===== src/rtl/core/saw_cdiv.sv =====
// Signed floor division by a constant: multiply by a truncated reciprocal,
// register the product, then fix the quotient with one compare and add.
module saw_cdiv #(
    parameter int NUM_BITS = 32,
    parameter int DIVISOR  = 10
) (
    input  logic                       clk,
    input  logic                       en,
    input  logic signed [NUM_BITS-1:0] num,
    output logic signed [NUM_BITS-1:0] quo
);

    localparam int MB = NUM_BITS - 1;
    localparam int SH = MB;
    localparam int RW = SH - $clog2(DIVISOR) + 1;
    localparam longint unsigned RECIP_L = (64'd1 << SH) / DIVISOR;
    localparam logic [RW-1:0] RECIP = RW'(RECIP_L);
    localparam logic [MB-1:0] DIV_M = MB'(DIVISOR);
    localparam logic signed [NUM_BITS-1:0] DIV_LESS1 = NUM_BITS'(DIVISOR - 1);

    logic              neg;
    logic [MB-1:0]     mag;
    logic [MB+RW-1:0]  prod_next;
    logic [MB+RW-1:0]  prod_reg;
    logic [MB-1:0]     mag_reg;
    logic              neg_reg;
    logic [MB-1:0]     q0;
    logic [MB-1:0]     rem;
    logic [MB-1:0]     q1;

    // A negative numerator is divided as ceil(|n| / d) and negated.
    always_comb
    begin
        neg       = num[NUM_BITS-1];
        mag       = neg ? MB'(DIV_LESS1 - num) : MB'(num);
        prod_next = (MB+RW)'(mag) * (MB+RW)'(RECIP);
    end

    always_ff @(posedge clk)
    begin
        if (en)
        begin
            prod_reg <= prod_next;
            mag_reg  <= mag;
            neg_reg  <= neg;
        end
    end

    // The reciprocal is rounded down, so the estimate is short by at most one.
    always_comb
    begin
        q0  = MB'(prod_reg >> SH);
        rem = mag_reg - MB'(q0 * DIV_M);
        q1  = (rem >= DIV_M) ? q0 + MB'(1) : q0;
        quo = neg_reg ? -$signed({1'b0, q1}) : $signed({1'b0, q1});
    end

endmodule


===== config.mk =====
export PLATFORM = sky130hd
export DESIGN_NAME = saw_cdiv
export DESIGN_NICKNAME = d
export VERILOG_FILES = /design/src/rtl/core/saw_cdiv.sv
export SDC_FILE = /design/constraint.sdc
export NUM_CORES = 1
export LEC_CHECK = 0
export BUFFER_PORTS_ARGS = -buffer_cell sky130_fd_sc_hd__buf_4
export CORE_MARGIN = 3
export CORE_UTILIZATION = 44
export CTS_CLUSTER_SIZE = 20
export DETAILED_ROUTE_END_ITERATION = 6
export GPL_TIMING_DRIVEN = 0
export SYNTH_ARGS = -nofsm -noshare
export SYNTH_HDL_FRONTEND = slang
export SYNTH_SLANG_ARGS = --single-unit

===== constraint.sdc =====
create_clock -name clk -period 13.8 [get_ports clk]
set_input_delay 2.07 -clock clk [delete_from_list [all_inputs] [get_ports clk]]
set_output_delay 2.07 -clock clk [all_outputs]
set_load 0.01 [all_outputs]

==> results.yml <==
finish:
  largest_reg_flops: 30
  fillers: 4290
  seq_area_sq_um: 1770
  num_antenna_cells: 0
  final_cells: 2823
  drive_gt1_share_pct: 6.01
  multi_input_area_sq_um: 16200
  areaGrowthSynthToFinish_pct: 7.58
  final_nets: 2879
yosys:
  synth_flop_cell: "edfxtp_1"
  ys_ff_latch: 59
  synth-edff-count: 59
  synth-seq-area-share_pct: 8.86
  yosysUniqueCellTypes: 89
  syn-num-nets: 2803
  async_flop_share_pct: 0
  ys.warnings.count: 0
  syn_area_sq_um: 20000
  synthCells: 2150
  synth_area_per_cell_sq_um: 9.30
worst_setup_path:
  critPathRequiredTime_ns: 11.73
  worstSetupStartpointType: "flop"
  critPathArrivalTime_ns: 10.91
  crit_fanout: 10
  cp_slowest_cell: "a2111oi_1"
  worst-setup-path-type: "reg -> out"
  crit_path_frequent_cell: "ha_1"
  end_kind: "primary output"
  critPathMaxStageDelay_ns: 0.99
flow_run:
  drv_cap: 0
global_routing:
  grt_pass1_vias: 16400
  gr-usage-all-layers_pct: 24.6
  grt_overflow: 0
  grt_pass1_wl_microns: 91100
  antenna_found_initial: 0
  grt_max_degree: 60
routing:
  viasPerCell: 5.49
  avgRoutedWirePerCell_microns: 20.2
  drc_errors: 1
  num_vias: 15500
  dr.pass1.iters: 7
  drt-initial-drc-count: 1163
  antenna_left: 0
  drt_wl_total_microns: 57100
timing:
  drv_slew: 0
  min_period_over_period_pct: 94.1
  rsz0062_at_grt: "no"
  finalSetupTns_ns: 0
  hold_slack_ns: 1.97
  hold_viol_final: 0
  setup_violations: 0
  worst_pin_slew_ns: 1.16
  fmax_ghz: 0.0770
  relSlewSlack_pct: 21.9
  finalCriticalPeriod_ns: 12.98
placed_design:
  dp.cells: 2807
  port-buffer-count: 65
  gp_congestion: 0.934
  hpwl_microns: 51200
cts:
  post_cts_buffers: 0
  cts_tree: "built"
  ctsResizeCount: 0
  cts_buffers: 9
  holdBufCountCts: 0
  clock-sinks: 59
  cts_buffer_depth: 2
  cts-root-buf: "clkbuf_16"
  h-tree-depth: 3
  clk_pin_slew_ns: 0.05
floorplanning:
  rows: 77
  ioPinCount: 66
  core_area_sq_um: 44500
  die_area_sq_um: 48000
  die_y_microns: 219
  start_util_pct: 44.9
  die-width_microns: 219
status:
  status: "finished, violations left"
  violations: "DRC"
min_path:
  hp-class: "in -> reg"
-- cells in the final DEF (no fill, tap or decap), types with 12 or more instances in the layout --
cell type,n
clkbuf_1,24
ha_1,336
edfxtp_1,59
xnor2_1,98
a21oi_1,82
o211ai_1,17
buf_4,69
nor2b_1,18
o21ai_0,61
fa_1,283
nor3_1,20
a21o_1,42
and3_1,23
or3_1,12
nand2b_1,19
o21a_1,25
nand3_1,32
nand4_1,23
inv_1,466
xor2_1,67
o31ai_1,16
nor2_1,72
nand2_1,116
o21bai_1,13
-- area by class of cell --
type / instances / area share (%)
sequential: 59 / 8.24
buffer: 46 / 1.08
tap: 592 / 3.44
clock inverter: 6 / 0.262
clock buffer: 10 / 1.06
multi-input combinational: 1579 / 75.5
inverter: 466 / 8.13
timing repair buffer: 65 / 2.27
-- critical path, delay by kind of cell, from the launching register on --
kind,cells,cell delay (ns)
compound gates,12,4.03
xor+xnor,1,0.22
fa+ha+maj,5,1.51
buf+inv,6,1.66
flops,1,0.66
simple gates,12,2.48
-- final timing paths --
check                         startpoint                 to  slack (ns)  depth (start not counted)
setup / recovery  prod_reg[34]$_DFFE_PP_            quo[28]        0.82                         36
hold / removal                   num[31]  neg_reg$_DFFE_PP_        1.97                          1
-- cell usage after synthesis, drive strengths merged (6+ instances only) --
master	instances	area, sq um
fa	283	5670
xnor2	98	858
a2bb2oi	6	65.1
and2	8	50.1
o21a	25	188
nand3	32	160
nor4	13	103
ha	336	4200
buf	21	135
or2	6	37.5
nand2	117	442
o31ai	16	120
o41ai	6	52.6
mux2i	9	90.1
nor2b	18	113
nor2	72	270
o21ai	68	352
a21o	42	315
clkbuf	25	96.3
or3	13	86.3
o211ai	18	140
a21oi	84	428
o211a	6	60.1
and3	23	144
nor3	20	100
edfxtp	59	1770
o21bai	14	109
a21boi	7	52.6
nand2b	19	119
o2111ai	7	61.3
inv	466	1750
nand4	25	169
a211oi	14	120
a2111oi	6	55.1
xor2	67	587
a221oi	6	58.8
or4	10	75.1
and4	11	96.3
-- cell families after synthesis --
logic type | synth area share, %
AO/OA/AOI/OAI | 13.0
XOR/XNOR | 7.23
AND/OR/NAND/NOR | 10.9
adder cells (fa/ha/maj) | 49.4
multiplexers | 0.695
buffers and inverters | 9.91
flip-flops | 8.86
-- stage by stage --
step	area, sq um	utilization, %	setup slack [ns]
5_1_grt	21500	48.3	0.0305
6_report	21500	48.3	0.817
3_3_place_gp	21200	47.7	0.986
3_5_place_dp	21200	47.7	0.958
2_1_floorplan	20000	-	2.77
4_1_cts	21500	48.3	0.605
-- layer usage --
metal | track usage, % | vias up | part of all wire (%)
met5 | 0 | - | 0
met4 | 6.87 | 0 | 2.7
met3 | 2.20 | 75 | 4.2
met2 | 41.6 | 389 | 48
met1 | 33.8 | 7684 | 45
li1 | - | 7363 | -
Power is not shown: default switching activity piles up to over one toggle a cycle in this logic, so the estimate is an artifact.
